==> src/rtl/core/ucr_pkg.sv <==
// ============================================================================
// ucr_pkg : shared types and constants of the ultrasonic echo ranger
// counter widths, register indexes, configuration and result records
// ============================================================================
package ucr_pkg;

    // width of the wait and pulse counters
    localparam int COUNT_WIDTH = 16;
    // width used for comparing counters against configuration values
    localparam int CMP_W       = (COUNT_WIDTH > 16) ? COUNT_WIDTH : 16;
    // centimetre divisor and the running quotient and remainder widths
    localparam int CM_DIVISOR  = 58;
    localparam int REM_W       = $clog2(CM_DIVISOR);
    localparam int QUOT_W      = COUNT_WIDTH - $clog2(CM_DIVISOR) + 1;
    localparam int DIST_W      = 11;

    localparam int CFG_IDX_W   = 2;
    localparam int CFG_DATA_W  = 16;

    localparam logic [CFG_IDX_W-1:0] REG_TIMEOUT = 2'd0;
    localparam logic [CFG_IDX_W-1:0] REG_TRIGGER = 2'd1;
    localparam logic [CFG_IDX_W-1:0] REG_SETTLE  = 2'd2;

    localparam logic [15:0] TIMEOUT_RST = 16'd30000;
    localparam logic [7:0]  TRIGGER_RST = 8'd10;
    localparam logic [7:0]  SETTLE_RST  = 8'd2;

    localparam logic [COUNT_WIDTH-1:0] CNT_MAX  = {COUNT_WIDTH{1'b1}};
    localparam logic [REM_W-1:0]       REM_LAST = REM_W'(CM_DIVISOR - 1);

    typedef logic [COUNT_WIDTH-1:0] count_t;
    typedef logic [QUOT_W-1:0]      quot_t;
    typedef logic [REM_W-1:0]       rem_t;

    typedef struct packed {
        logic [15:0] timeout_us;
        logic [7:0]  trigger_us;
        logic [7:0]  settle_us;
    } cfg_t;

    typedef struct packed {
        logic              trigger_level;
        logic              busy_res;
        logic              done_res;
        logic              timed_out;
        logic [DIST_W-1:0] distance_cm;
    } result_t;

    // saturating increment
    function automatic count_t sat_inc(input count_t v);
        count_t r;
        r = (v == CNT_MAX) ? CNT_MAX : v + count_t'(1);
        return r;
    endfunction

endpackage

==> src/rtl/core/ucr_cfg_regs.sv <==
// ============================================================================
// ucr_cfg_regs : configuration register bank
// timeout, trigger width and settle time, written through a plain write port
// ============================================================================
module ucr_cfg_regs
    import ucr_pkg::*;
(
    input  logic                  clk,
    input  logic                  rst_n,
    input  logic                  cfg_we,
    input  logic [CFG_IDX_W-1:0]  cfg_index,
    input  logic [CFG_DATA_W-1:0] cfg_wdata,
    output cfg_t                  cfg
);

    cfg_t cfg_reg;

    always_ff @(posedge clk or negedge rst_n)
    begin
        if (!rst_n)
        begin
            cfg_reg.timeout_us <= TIMEOUT_RST;
            cfg_reg.trigger_us <= TRIGGER_RST;
            cfg_reg.settle_us  <= SETTLE_RST;
        end
        else if (cfg_we)
        begin
            case (cfg_index)
                REG_TIMEOUT: cfg_reg.timeout_us <= cfg_wdata;
                REG_TRIGGER: cfg_reg.trigger_us <= cfg_wdata[7:0];
                REG_SETTLE:  cfg_reg.settle_us  <= cfg_wdata[7:0];
                default:     ; // unused index, write dropped
            endcase
        end
    end

    assign cfg = cfg_reg;

endmodule

==> src/rtl/core/ucr_fsm.sv <==
// ============================================================================
// ucr_fsm : ranging sequencer
// trigger, echo waits and pulse measurement, one tick per step
// ============================================================================
module ucr_fsm
    import ucr_pkg::*;
(
    input  logic    clk,
    input  logic    rst_n,
    input  logic    step_en,
    input  logic    start_req,
    input  logic    echo_level,
    input  cfg_t    cfg,
    output result_t res
);

    localparam logic [2:0] PH_IDLE      = 3'd0;
    localparam logic [2:0] PH_SETTLE    = 3'd1;
    localparam logic [2:0] PH_TRIG      = 3'd2;
    localparam logic [2:0] PH_WAIT_LOW  = 3'd3;
    localparam logic [2:0] PH_WAIT_HIGH = 3'd4;
    localparam logic [2:0] PH_MEASURE   = 3'd5;

    logic [2:0] phase_reg, phase_next;
    count_t     wait_reg, wait_next;
    count_t     pulse_reg, pulse_next;
    // running pulse / 58, kept alongside the pulse counter
    quot_t      quot_reg, quot_next;
    rem_t       rem_reg, rem_next;

    count_t           wait_inc;
    count_t           pulse_inc;
    logic [CMP_W-1:0] wait_inc_x;
    logic [CMP_W-1:0] timeout_x;
    logic             wait_expired;
    logic             pulse_expired;
    logic             done;

    assign wait_inc      = sat_inc(wait_reg);
    assign pulse_inc     = sat_inc(pulse_reg);
    assign wait_inc_x    = CMP_W'(wait_inc);
    assign timeout_x     = CMP_W'(cfg.timeout_us);
    assign wait_expired  = (CMP_W'(wait_reg) >= timeout_x) || (wait_reg == CNT_MAX);
    assign pulse_expired = (CMP_W'(pulse_reg) >= timeout_x) || (pulse_reg == CNT_MAX);

    always_comb
    begin
        phase_next = phase_reg;
        wait_next  = wait_reg;
        pulse_next = pulse_reg;
        quot_next  = quot_reg;
        rem_next   = rem_reg;
        done       = 1'b0;
        res        = '0;
        res.busy_res = 1'b1;

        case (phase_reg)
            PH_SETTLE:
            begin
                wait_next = wait_inc;
                if (wait_inc_x >= CMP_W'(cfg.settle_us))
                begin
                    phase_next = PH_TRIG;
                    wait_next  = '0;
                end
            end
            PH_TRIG:
            begin
                res.trigger_level = 1'b1;
                wait_next = wait_inc;
                if (wait_inc_x >= CMP_W'(cfg.trigger_us))
                begin
                    phase_next = PH_WAIT_LOW;
                    wait_next  = '0;
                end
            end
            PH_WAIT_LOW:
            begin
                if (!echo_level)
                begin
                    phase_next = PH_WAIT_HIGH;
                    wait_next  = wait_inc;
                end
                else if (wait_expired)
                begin
                    done          = 1'b1;
                    res.timed_out = 1'b1;
                end
                else
                begin
                    wait_next = wait_inc;
                end
            end
            PH_WAIT_HIGH:
            begin
                if (echo_level)
                begin
                    phase_next = PH_MEASURE;
                    pulse_next = count_t'(1);
                    quot_next  = '0;
                    rem_next   = rem_t'(1);
                end
                else if (wait_expired)
                begin
                    done          = 1'b1;
                    res.timed_out = 1'b1;
                end
                else
                begin
                    wait_next = wait_inc;
                end
            end
            PH_MEASURE:
            begin
                if (!echo_level)
                begin
                    done            = 1'b1;
                    res.distance_cm = DIST_W'(quot_reg);
                end
                else if (pulse_expired)
                begin
                    done          = 1'b1;
                    res.timed_out = 1'b1;
                end
                else
                begin
                    // not expired, so the counter is below its ceiling
                    pulse_next = pulse_inc;
                    if (rem_reg == REM_LAST)
                    begin
                        rem_next  = '0;
                        quot_next = quot_reg + quot_t'(1);
                    end
                    else
                    begin
                        rem_next = rem_reg + rem_t'(1);
                    end
                end
            end
            default:
            begin
                res.busy_res = 1'b0;
                phase_next   = PH_IDLE;
                if (start_req)
                begin
                    wait_next  = '0;
                    pulse_next = '0;
                    phase_next = (cfg.settle_us == 8'd0) ? PH_TRIG : PH_SETTLE;
                end
            end
        endcase

        res.done_res = done;
        if (done)
        begin
            phase_next = PH_IDLE;
            wait_next  = '0;
            pulse_next = '0;
            quot_next  = '0;
            rem_next   = '0;
        end
    end

    always_ff @(posedge clk or negedge rst_n)
    begin
        if (!rst_n)
        begin
            phase_reg <= PH_IDLE;
            wait_reg  <= '0;
            pulse_reg <= '0;
            quot_reg  <= '0;
            rem_reg   <= '0;
        end
        else if (step_en)
        begin
            phase_reg <= phase_next;
            wait_reg  <= wait_next;
            pulse_reg <= pulse_next;
            quot_reg  <= quot_next;
            rem_reg   <= rem_next;
        end
    end

endmodule

==> src/rtl/core/ultrasonic_echo_ranger_core.sv <==
// ============================================================================
// ultrasonic_echo_ranger_core : ultrasonic echo ranging controller
// one tick in, one pin and status result out, distance in whole centimetres
// ============================================================================
//
// channel   direction  beats               contents
// s_axis    in         one per us tick     start request, echo level
// m_axis    out        one per input beat  trigger, busy, done, timeout, cm
// cfg       in         single-cycle write  timeout, trigger width, settle
//
// one transfer per clock sustained while m_axis takes every result; a tick's result
// passes through the input register, then the result register
// the sequencer steps only when the input register hands its tick on, so
// a stall on m_axis holds the sequencer state and backs up into s_axis
// reset puts the sequencer in idle and the config registers at their defaults
// the distance divide is a running quotient and remainder kept with the
// pulse counter, so no divider sits in the path
//
module ultrasonic_echo_ranger_core
    import ucr_pkg::*;
(
    input  logic                  clk,
    input  logic                  rst_n,
    // tick stream in
    input  logic                  s_tvalid,
    output logic                  s_tready,
    input  logic [7:0]            s_tdata,   // [0] start_req, [1] echo_level, rest zero
    // result stream out
    output logic                  m_tvalid,
    input  logic                  m_tready,
    output logic [15:0]           m_tdata,   // [0] trigger_level, [1] busy_res,
                                             // [2] done_res, [3] timed_out,
                                             // [14:4] distance_cm, [15] zero
    // configuration writes
    input  logic                  cfg_we,
    input  logic [CFG_IDX_W-1:0]  cfg_index,
    input  logic [CFG_DATA_W-1:0] cfg_wdata
);

    cfg_t    cfg;
    result_t res;

    // input register
    logic in_valid_reg;
    logic in_start_reg;
    logic in_echo_reg;

    // result register
    logic    out_valid_reg;
    result_t out_res_reg;

    logic out_free;
    logic advance;

    // the result slot frees up when empty or being taken this cycle
    assign out_free = !out_valid_reg || m_tready;
    assign advance  = in_valid_reg && out_free;
    assign s_tready = !in_valid_reg || advance;

    ucr_cfg_regs u_cfg
    (
        .clk       (clk),
        .rst_n     (rst_n),
        .cfg_we    (cfg_we),
        .cfg_index (cfg_index),
        .cfg_wdata (cfg_wdata),
        .cfg       (cfg)
    );

    ucr_fsm u_fsm
    (
        .clk        (clk),
        .rst_n      (rst_n),
        .step_en    (advance),
        .start_req  (in_start_reg),
        .echo_level (in_echo_reg),
        .cfg        (cfg),
        .res        (res)
    );

    always_ff @(posedge clk or negedge rst_n)
    begin
        if (!rst_n)
        begin
            in_valid_reg <= 1'b0;
        end
        else if (s_tready)
        begin
            in_valid_reg <= s_tvalid;
        end
    end

    // tick payload, loaded on each incoming transfer
    always_ff @(posedge clk)
    begin
        if (s_tvalid && s_tready)
        begin
            in_start_reg <= s_tdata[0];
            in_echo_reg  <= s_tdata[1];
        end
    end

    always_ff @(posedge clk or negedge rst_n)
    begin
        if (!rst_n)
        begin
            out_valid_reg <= 1'b0;
        end
        else if (out_free)
        begin
            out_valid_reg <= in_valid_reg;
        end
    end

    always_ff @(posedge clk)
    begin
        if (advance)
        begin
            out_res_reg <= res;
        end
    end

    assign m_tvalid = out_valid_reg;
    assign m_tdata  = {1'b0,
                       out_res_reg.distance_cm,
                       out_res_reg.timed_out,
                       out_res_reg.done_res,
                       out_res_reg.busy_res,
                       out_res_reg.trigger_level};

endmodule

==> config.mk <==
export PLATFORM = sky130hd
export DESIGN_NAME = ultrasonic_echo_ranger_core
export DESIGN_NICKNAME = d
export VERILOG_FILES = /design/src/rtl/core/ucr_pkg.sv /design/src/rtl/core/ucr_cfg_regs.sv /design/src/rtl/core/ucr_fsm.sv /design/src/rtl/core/ultrasonic_echo_ranger_core.sv
export SDC_FILE = /design/constraint.sdc
export NUM_CORES = 1
export LEC_CHECK = 0
export ABC_AREA = 1
export BUFFER_PORTS_ARGS = -buffer_cell sky130_fd_sc_hd__buf_2
export CORE_UTILIZATION = 56
export CTS_CLUSTER_DIAMETER = 80
export DETAILED_ROUTE_END_ITERATION = 12
export PLACE_DENSITY = 0.78
export RECOVER_POWER = 100
export SLEW_MARGIN = 20
export SYNTH_ARGS = -nofsm -noshare
export SYNTH_HDL_FRONTEND = slang
export SYNTH_HIERARCHICAL = 1
export SYNTH_SLANG_ARGS = --single-unit
==> constraint.sdc <==
create_clock -name clk -period 2.63 [get_ports clk]
set_clock_uncertainty 0.05 [all_clocks]
set_input_delay 0.263 -clock clk [delete_from_list [all_inputs] [get_ports clk]]
set_output_delay 0.263 -clock clk [all_outputs]
set_load 0.01 [all_outputs]
# --- Word-level counts from Yosys, hierarchy flattened ---
# Cells that the tools add are included.
word_totals:
  wordCells: 113
  reg_bits: 103
  in_bits: 31
classes:
  n_reduce_logical: 23
  muxes: 45
  n_lt_le_gt_ge: 4
  n_eq_ne: 20
  add_sub_neg: 4
ops:
  columns: ["op", "n"]
  rows:
  - ["2-to-1 mux 16 bit", 13]
  - ["case mux 16 bit (5 select lines)", 1]
  - ["2-to-1 mux 11 bit", 5]
  - ["case mux 16 bit (3 select lines)", 1]
  - ["adder 16 x 1 -> 16 bit (second input constant)", 2]
  - ["== test 16 bit (second input constant)", 2]
  - [">= comparator 16 bit", 2]
  - [">= comparator 16 x 8 -> 1 bit", 2]
  - ["2-to-1 mux 6 bit", 5]
  - ["case mux 11 bit (2 select lines)", 1]
  - ["2-to-1 mux 3 bit", 6]
  - ["case mux 3 bit (5 select lines)", 1]
  - ["!= test 3 x 2 -> 1 bit (second input constant)", 4]
  - ["case mux 6 bit (2 select lines)", 1]
  - ["AND reduction 6 bit", 2]
  - ["adder 11 x 1 -> 11 bit (second input constant)", 1]
  - ["AND reduction 5 bit", 2]
  - ["!= test 3 x 1 -> 1 bit (second input constant)", 3]
  - ["zero test 8 bit", 1]
  - ["2-to-1 mux 1 bit", 8]
  - ["adder 6 x 1 -> 6 bit (second input constant)", 1]
  - ["== test 3 x 2 -> 1 bit (second input constant)", 2]
  - ["== test 3 bit (second input constant)", 2]
  - ["== test 6 bit (second input constant)", 1]
  - ["other kinds (18)", 27]

# --- Longest topological paths before layout ---
# Gate-level depths: netlist of run 1.
logic_depth:
  word_depth: 7
  depth_mapped: 27
  depth_no_buf: 27

# --- Modules after synthesis ---
# Netlist of run 1, hierarchy kept.
by_module_without_submodules:
  columns: ["module", "seq_area_each_um2", "n_inst", "area_per_inst_um2", "cells_each"]
  rows:
  - ["ucr_fsm", 1301.2, 1, 5358.9, 836]
  - ["ucr_cfg_regs", 813.3, 1, 1358.8, 142]
  - ["ultrasonic_echo_ranger_core", 560.5, 1, 616.8, 31]

# --- Worst setup path before layout of run 1 ---
# OpenSTA, ideal clock, no wires.
synth_timing:
  path_type: "register to register"
  from: "register u_fsm.wait_reg[0]"
  to: "register u_fsm.phase_reg[2]"
  setup_time_ps: 65
  t_required_ps: 2515
  synth_period_minus_slack_ps: 2684
  path_buffers: 1
  arrival_time_ps: 2569
  path_slack_ps: -54
  path_stages_with_launch: 17
  cell_sequence: "dfrtp_1 > ha_1 > nand3_2 > nor2_4 > nand3_1 > buf_2 > o21ai_0 > ha_1 > a21oi_1 > nand2_1 > nor3_1 > nand2_1 > nand2_2 > inv_2 > nand2_1 > nand2_1 > nand2_1"
synth_via:
  elab_chain_cells: 7
synth_lines:
  columns: ["element", "line_no", "rtl"]
  rows:
  - ["start, declared", "ucr_fsm.sv:25", "count_t wait_reg, wait_next;"]
  - ["start signal, assigned", "ucr_fsm.sv:177", "wait_reg <= wait_next;"]
  - ["branches (longest 7 deep; another with adder 16 x 1 -> 16 bit)", null, null]
  - ["end signal, assigned", "ucr_fsm.sv:176", "phase_reg <= phase_next;"]
  - ["end, declared", "ucr_fsm.sv:24", "logic [2:0] phase_reg, phase_next;"]
# Several ways; the timed one is not identified.
# A chain may end at the register's enable or synchronous reset.

==> results of run 1 <==
per-layer routing:
metal | wire length [um] | global-route usage (%) | vias up | share of wire (%)
met3 | 933 | 5.03 | 33 | 5.1
met4 | 452 | 10.6 | 0 | 2.5
met2 | 8430 | 45.2 | 206 | 46
li1 | - | - | 3462 | -
met5 | 0 | 0 | - | 0
met1 | 8320 | 39.8 | 3215 | 46
final timing paths:
check                         startpoint                 end  slack [ps]  cells after the start
max                        u_cfg/cfg[29]  u_fsm/phase_reg[0]         -50                     14
min                           s_tdata[1]         in_echo_reg          40                      1
max reg2reg                u_cfg/cfg[29]  u_fsm/phase_reg[0]         -50                     14
min reg2reg                u_cfg/cfg[28]       u_cfg/cfg[28]         420                      2
max in group asynchronous          rst_n  u_fsm/quot_reg[10]         610                      3
min in group asynchronous          rst_n       u_cfg/cfg[14]         590                      2
synth_stat cells (3+ instances only):
cell type | number | area share, %
buf_6 | 3 | 0.46
nand3_2 | 5 | 0.68
inv_1 | 113 | 5.8
nor2_1 | 60 | 3.1
nand3_1 | 69 | 4.7
o21ai_0 | 54 | 3.7
dfstp_2 | 10 | 3.6
xor2_1 | 11 | 1.3
nor3_1 | 13 | 0.89
nand2_2 | 7 | 0.60
buf_4 | 5 | 0.51
nor2_4 | 7 | 1.1
dfrtp_1 | 76 | 26
nand2_4 | 3 | 0.46
nand4_1 | 32 | 2.7
o211ai_1 | 4 | 0.41
edfxtp_1 | 17 | 7.0
o311ai_0 | 4 | 0.48
o21ai_1 | 26 | 1.8
o22ai_1 | 6 | 0.51
a31oi_1 | 3 | 0.26
or2_2 | 5 | 0.43
xnor2_1 | 5 | 0.60
inv_2 | 8 | 0.41
ha_1 | 53 | 9.0
o31ai_1 | 5 | 0.51
a21oi_1 | 33 | 2.3
nand3_4 | 3 | 0.72
clkbuf_1 | 12 | 0.61
nand2_1 | 326 | 17
buf_2 | 14 | 0.96
power by group:
part	switching [mW]	internal, mW
Clock	0.601	0.644
Sequential	0.161	1.83
Combinational	1.23	0.678
logic make-up after synthesis:
kind of cell	count (synthesis)	share of synthesized area [%]
and+or+nand+nor	541	33.4
AOI/OAI and AO/OA	140	10.4
buffers and inverters	155	8.73
other	1	0.0511
DFF	103	36.5
adders and majority gates	53	9.04
xor gates and xnor gates	16	1.91
worst max-delay path: cells and delay by family, from the launching register on:
family / cells / cell delay, ps
AOI/OAI and AO/OA: 2 / 240
DFF: 1 / 530
and+or+nand+nor: 9 / 1230
buffers and inverters: 2 / 250
adders and majority gates: 1 / 310
through the flow:
stage               cell area, um^2  util [%]  setup WS, ps  hold slack [ps]  instances
floorplan                      7340         -          12.1            -82.6       1009
global placement               7960      62.9         -13.6              237       1234
detailed placement             7960      62.9          -124              238       1234
global route                   8350      65.9          -250             26.1       1259
finish                         8350      65.9         -46.3             39.8       1259
CTS                            8340      65.8         -7.76             25.5       1257
timing repair:
item	in CTS	in global routing
hold buffers	1	0
endpoints found under the hold margin	30	0
endpoints found under the setup margin	19	51
pin swaps	4	12
buffers inserted	5	1
gates resized for setup	11	25
cloned	1	1
layout make-up:
class | instances | area, um^2 | share of cell area [%]
Multi-Input combinational cell | 753 | 4130 | 49.5
Sequential cell | 103 | 2680 | 32.0
Timing Repair Buffer | 94 | 607 | 7.27
Inverter | 121 | 457 | 5.47
Clock buffer | 11 | 233 | 2.79
Tap cell | 172 | 215 | 2.58
Clock inverter | 5 | 33.8 | 0.404
==> results.yml, run 1 <==
cts:
  clock_latency_ps: 350
  clk_pin_slew_worst_paths_ps: 70
  clockBufferDepth: 2
  cts_tree: "yes"
  htree_levels: 3
  cts.sinks: 103
  numCtsBuffers: 9
  cts-root-buf: "clkbuf_16"
synthesis:
  async_reset_ff_share_pct: 83.5
  synth_ff_type: "dfrtp_1"
  synth_fp_nets: 1093
  ys_seq_area_share_pct: 36.5
  syn_avg_cell_area_um2: 7.27
  syn_inst: 1009
  synth_cell_types: 44
  synth_edf_count: 17
  syn_area_mm2: 0.00733
  yosys_warnings: 6
  ys_ff_latch: 103
layout:
  largest_reg_flops: 32
  final_cell_mix: "nand2_1 (319), inv_1 (111), dfrtp_1 (76)"
  fin_nets: 1166
  drive_gt1_share_pct: 14.4
  nFillCells: 1149
  final_common_cell: "nand2_1"
  antenna-diode-count: 0
  syn_to_final_growth_pct: 13.9
global_route:
  grt_max_degree: 47
  grt_pass1_vias: 6396
  grt_pass1_wl_mm: 30.4
  grt.total_usage_pct: 28.8
  overflow: 0
  antenna_found_initial: 0
drt:
  ant_nets: 0
  drt_drc_violations_left: 0
  postRouteWirelength_mm: 18.1
  drt-initial-drc-count: 462
  post_drt_via_cell_ratio: 5.49
  routedWlPerCell_um: 14.4
  dr_total_vias: 6916
  first_pass_iters: 5
die:
  initial_core_util_pct: 57.9
  num_rows: 41
  io-pin-count: 49
  die_area_mm2: 0.0136
  die_h_um: 116
  coreArea_mm2: 0.0127
  die_x_um: 116
job:
  drv_cap: 0
timing:
  maxSlewHeadroom_pct: 8.73
  fin_tns_setup_ps: -161
  max_freq_mhz: 374
  drv_slew: 0
  finalHoldViolations: 0
  rsz0062_at_grt: "yes"
  final.setup.worst_slack_ps: -46.3
  period_needed_ps: 2680
  fin_crit_sh_pct: 102
  tightest_slew_ps: 1370
  setup_viol: 8
outcome:
  status: "finished with violations"
  violations: "setup timing"
critical_path:
  critPathMaxFanout: 9
  crit_chain: "inv_1 -> ha_1 -> a21oi_1 -> o21ai_0 -> nor2_1 -> nand2_1 -> nor2_1 -> nand2_8 -> nand2_8 -> nand2_1 -> clkbuf_2 -> nor3b_1 -> nand3_2 -> nand2_1"
  cpMaxStageDelayCell: "dfstp_2"
  cp_common_cell: "nand2_1"
  cp.required_ps: 2870
  path_class: "reg -> reg"
  worstSetupEndpointType: "flop"
  slowest_delay_ps: 530
  cp.arrival_ps: 2920
  start_kind: "flop"
placed_design:
  hpwl_mm: 13.3
  gp_congestion: 0.956
  io_buffers: 41
power:
  leakage_nw: 4.02
  power.total_mw: 5.14
  pwr_density_cell_mw_per_mm2: 615
  peakVddDrop_mv: 0.401
min_path:
  worstHoldPathType: "in -> reg"
Note: power is estimated with default switching activity, not from simulation.
==> inputs of run 2 (changes only) <==
--- a/config.mk
+++ b/config.mk
@@ -7,10 +7,10 @@
 export LEC_CHECK = 0
 export ABC_AREA = 1
 export BUFFER_PORTS_ARGS = -buffer_cell sky130_fd_sc_hd__buf_2
-export CORE_UTILIZATION = 56
+export CORE_UTILIZATION = 60
 export CTS_CLUSTER_DIAMETER = 80
 export DETAILED_ROUTE_END_ITERATION = 12
-export PLACE_DENSITY = 0.78
+export PLACE_DENSITY = 0.79
 export RECOVER_POWER = 100
 export SLEW_MARGIN = 20
 export SYNTH_ARGS = -nofsm -noshare
==> constraint.sdc (replaced) <==
create_clock -name clk -period 2.5 [get_ports clk]
set_clock_uncertainty 0.05 [all_clocks]
set_input_delay 0.25 -clock clk [delete_from_list [all_inputs] [get_ports clk]]
set_output_delay 0.25 -clock clk [all_outputs]
set_load 0.01 [all_outputs]
==> run 2 against run 1 <==
The run still ends with setup timing left. Cell area grew 6.7%. Largest cell class unchanged. Critical path depth grew 9. Worst setup slack lost 150 ps. Worst hold slack lost 20 ps. Total power grew 15%. Register-to-register slack lost 150 ps.
==> results.yml, run 2 (same netlist as run 1, synthesis figures left out) <==
drt:
  routed-wl-met3_mm: 1.41
  met1_length_mm: 8.91
  first_pass_iters: 7
  ant_nets: 0
  drt_drc_violations_left: 0
  postRouteWirelength_mm: 20.9
  wl_met2_mm: 9.94
  drt-initial-drc-count: 740
  routedWlPerCell_um: 16.5
  post_drt_via_cell_ratio: 5.82
  top_layer: "met4"
  dr_total_vias: 7337
timing:
  rsz0062_at_grt: "yes"
  drv_slew: 0
  fin_crit_sh_pct: 108
  finalHoldViolations: 0
  period_needed_ps: 2690
  max_freq_mhz: 372
  tightest_slew_ps: 1410
  final.setup.worst_slack_ps: -191
  maxSlewHeadroom_pct: 6.10
  fin_tns_setup_ps: -3220
  setup_viol: 42
  whs_ps: 20.1
cts:
  clockBufferDepth: 2
  cts-root-buf: "clkbuf_16"
  cts_tree: "yes"
  htree_levels: 3
  clk_pin_slew_worst_paths_ps: 80
  clock_latency_ps: 360
  cts.sinks: 103
  numCtsBuffers: 9
die:
  io-pin-count: 49
  coreArea_mm2: 0.0120
  initial_core_util_pct: 61.3
  die_h_um: 113
  num_rows: 40
  die_x_um: 113
  die_area_mm2: 0.0127
power:
  power_frac_comb_pct: 38.3
  seq_power_share_pct: 35.8
  pwr-share-clk_pct: 25.9
  peakVddDrop_mv: 0.586
  power.total_mw: 5.89
  p_sw_share_pct: 39.0
  leakage_nw: 4.22
  pwr_density_cell_mw_per_mm2: 661
  internal-power_mw: 3.59
  power.switching_mw: 2.30
placed_design:
  io_buffers: 41
  gp_congestion: 0.898
  hpwl_mm: 13.6
  dp.cells: 1230
layout:
  final-instance-count-excl-fill: 1261
  drive_gt1_share_pct: 21.1
  antenna-diode-count: 0
  nFillCells: 878
  fin_util_pct: 74.5
  syn_to_final_growth_pct: 21.5
  final_common_cell: "nand2_1"
  largest_reg_flops: 32
  fin_nets: 1193
  final_cell_mix: "nand2_1 (298), inv_1 (104), dfrtp_1 (71)"
critical_path:
  cp.arrival_ps: 2890
  crit_start: "u_fsm/wait_reg[0]"
  start_kind: "flop"
  critPathMaxFanout: 5
  reg2reg_slack_ps: -190
  path_class: "reg -> reg"
  cp.required_ps: 2700
  reg2reg_from: "u_fsm/wait_reg[0]"
  worstSetupEndpointType: "flop"
global_route:
  overflow: 0
  antenna_found_initial: 0
  grt.total_usage_pct: 31.7
  grt_pass1_wl_mm: 31.6
  grt_pass1_vias: 6656
  grt_max_degree: 38
outcome:
  violations: "setup timing"
  status: "finished with violations"
min_path:
  worstHoldPathType: "in -> reg"
  min_from: "s_tdata[0]"
job:
  drv_cap: 0
## run 2: final timing paths
| check | cells past startpoint | endpoint |
|---|---|---|
| min in group asynchronous | 2 | u_fsm/wait_reg[4] |
| hold / removal | 1 | in_start_reg |
| setup reg to reg | 23 | u_fsm/phase_reg[2] |
| max in group asynchronous | 3 | u_cfg/cfg[28] |
| setup / recovery | 23 | u_fsm/phase_reg[2] |
| hold reg to reg | 2 | u_cfg/cfg[30] |
## run 2: stage by stage
| stage | setup slack, ps | area [um^2] |
|---|---|---|
| after floorplan | 34.9 | 7380 |
| after global placement | -103 | 8120 |
| after detailed placement | -170 | 8120 |
| after CTS | -97.3 | 8510 |
| after global routing | -330 | 8910 |
| final | -191 | 8910 |
## run 2: layout make-up
cell class,count,area (um^2),share of cell area (%)
inverters,121,464,5.21
flip-flops and latches,103,2680,30.1
clock buffers,11,254,2.85
clock inverters,5,61.3,0.688
repair buffers,122,896,10.1
well taps,147,184,2.06
multi-input cells,752,4370,49.1
## run 2: layer usage
layer	global-route usage, %	up-vias
met3	5.18	54
li1	-	3520
met1	42.3	3429
met4	11.8	0
met5	0	-
met2	51.9	334
## run 2: worst max-delay path: stages (launching register included)
cell     delay (ps)
dfrtp_2         430
ha_4            180
nand3_4          90
nor2_4           50
nand2_2          80
nor2_4           60
buf_4           140
or2_4           280
ha_4            280
nand2_1          40
nand2_1          50
nand2_1          60
nand2_1          60
nand2_1          40
nand2_1          50
nand2_1          40
nand2_1          50
nand2_1          60
nand2_2         110
nand2_4         110
inv_4           100
nand2_4          50
nand2_1          60
nand2_1          60
## run 2: what timing repair did
item,4_1_cts,5_1_grt
endpoints found under the setup margin,24,52
setup buffers,3,5
resized for setup,8,87
cloned,1,6
pin swaps,4,27
hold buffers,1,0
hold endpoints to repair,22,0
## run 2: power groups by stage
stage	clock, mW	combinational [mW]	sequential, mW
after floorplan	0	1.25	2.09
after global routing	1.62	2.47	2.13
final	1.53	2.26	2.11
after global placement	0	1.75	2.10
after detailed placement	0	1.81	2.11
after CTS	1.55	1.91	2.09
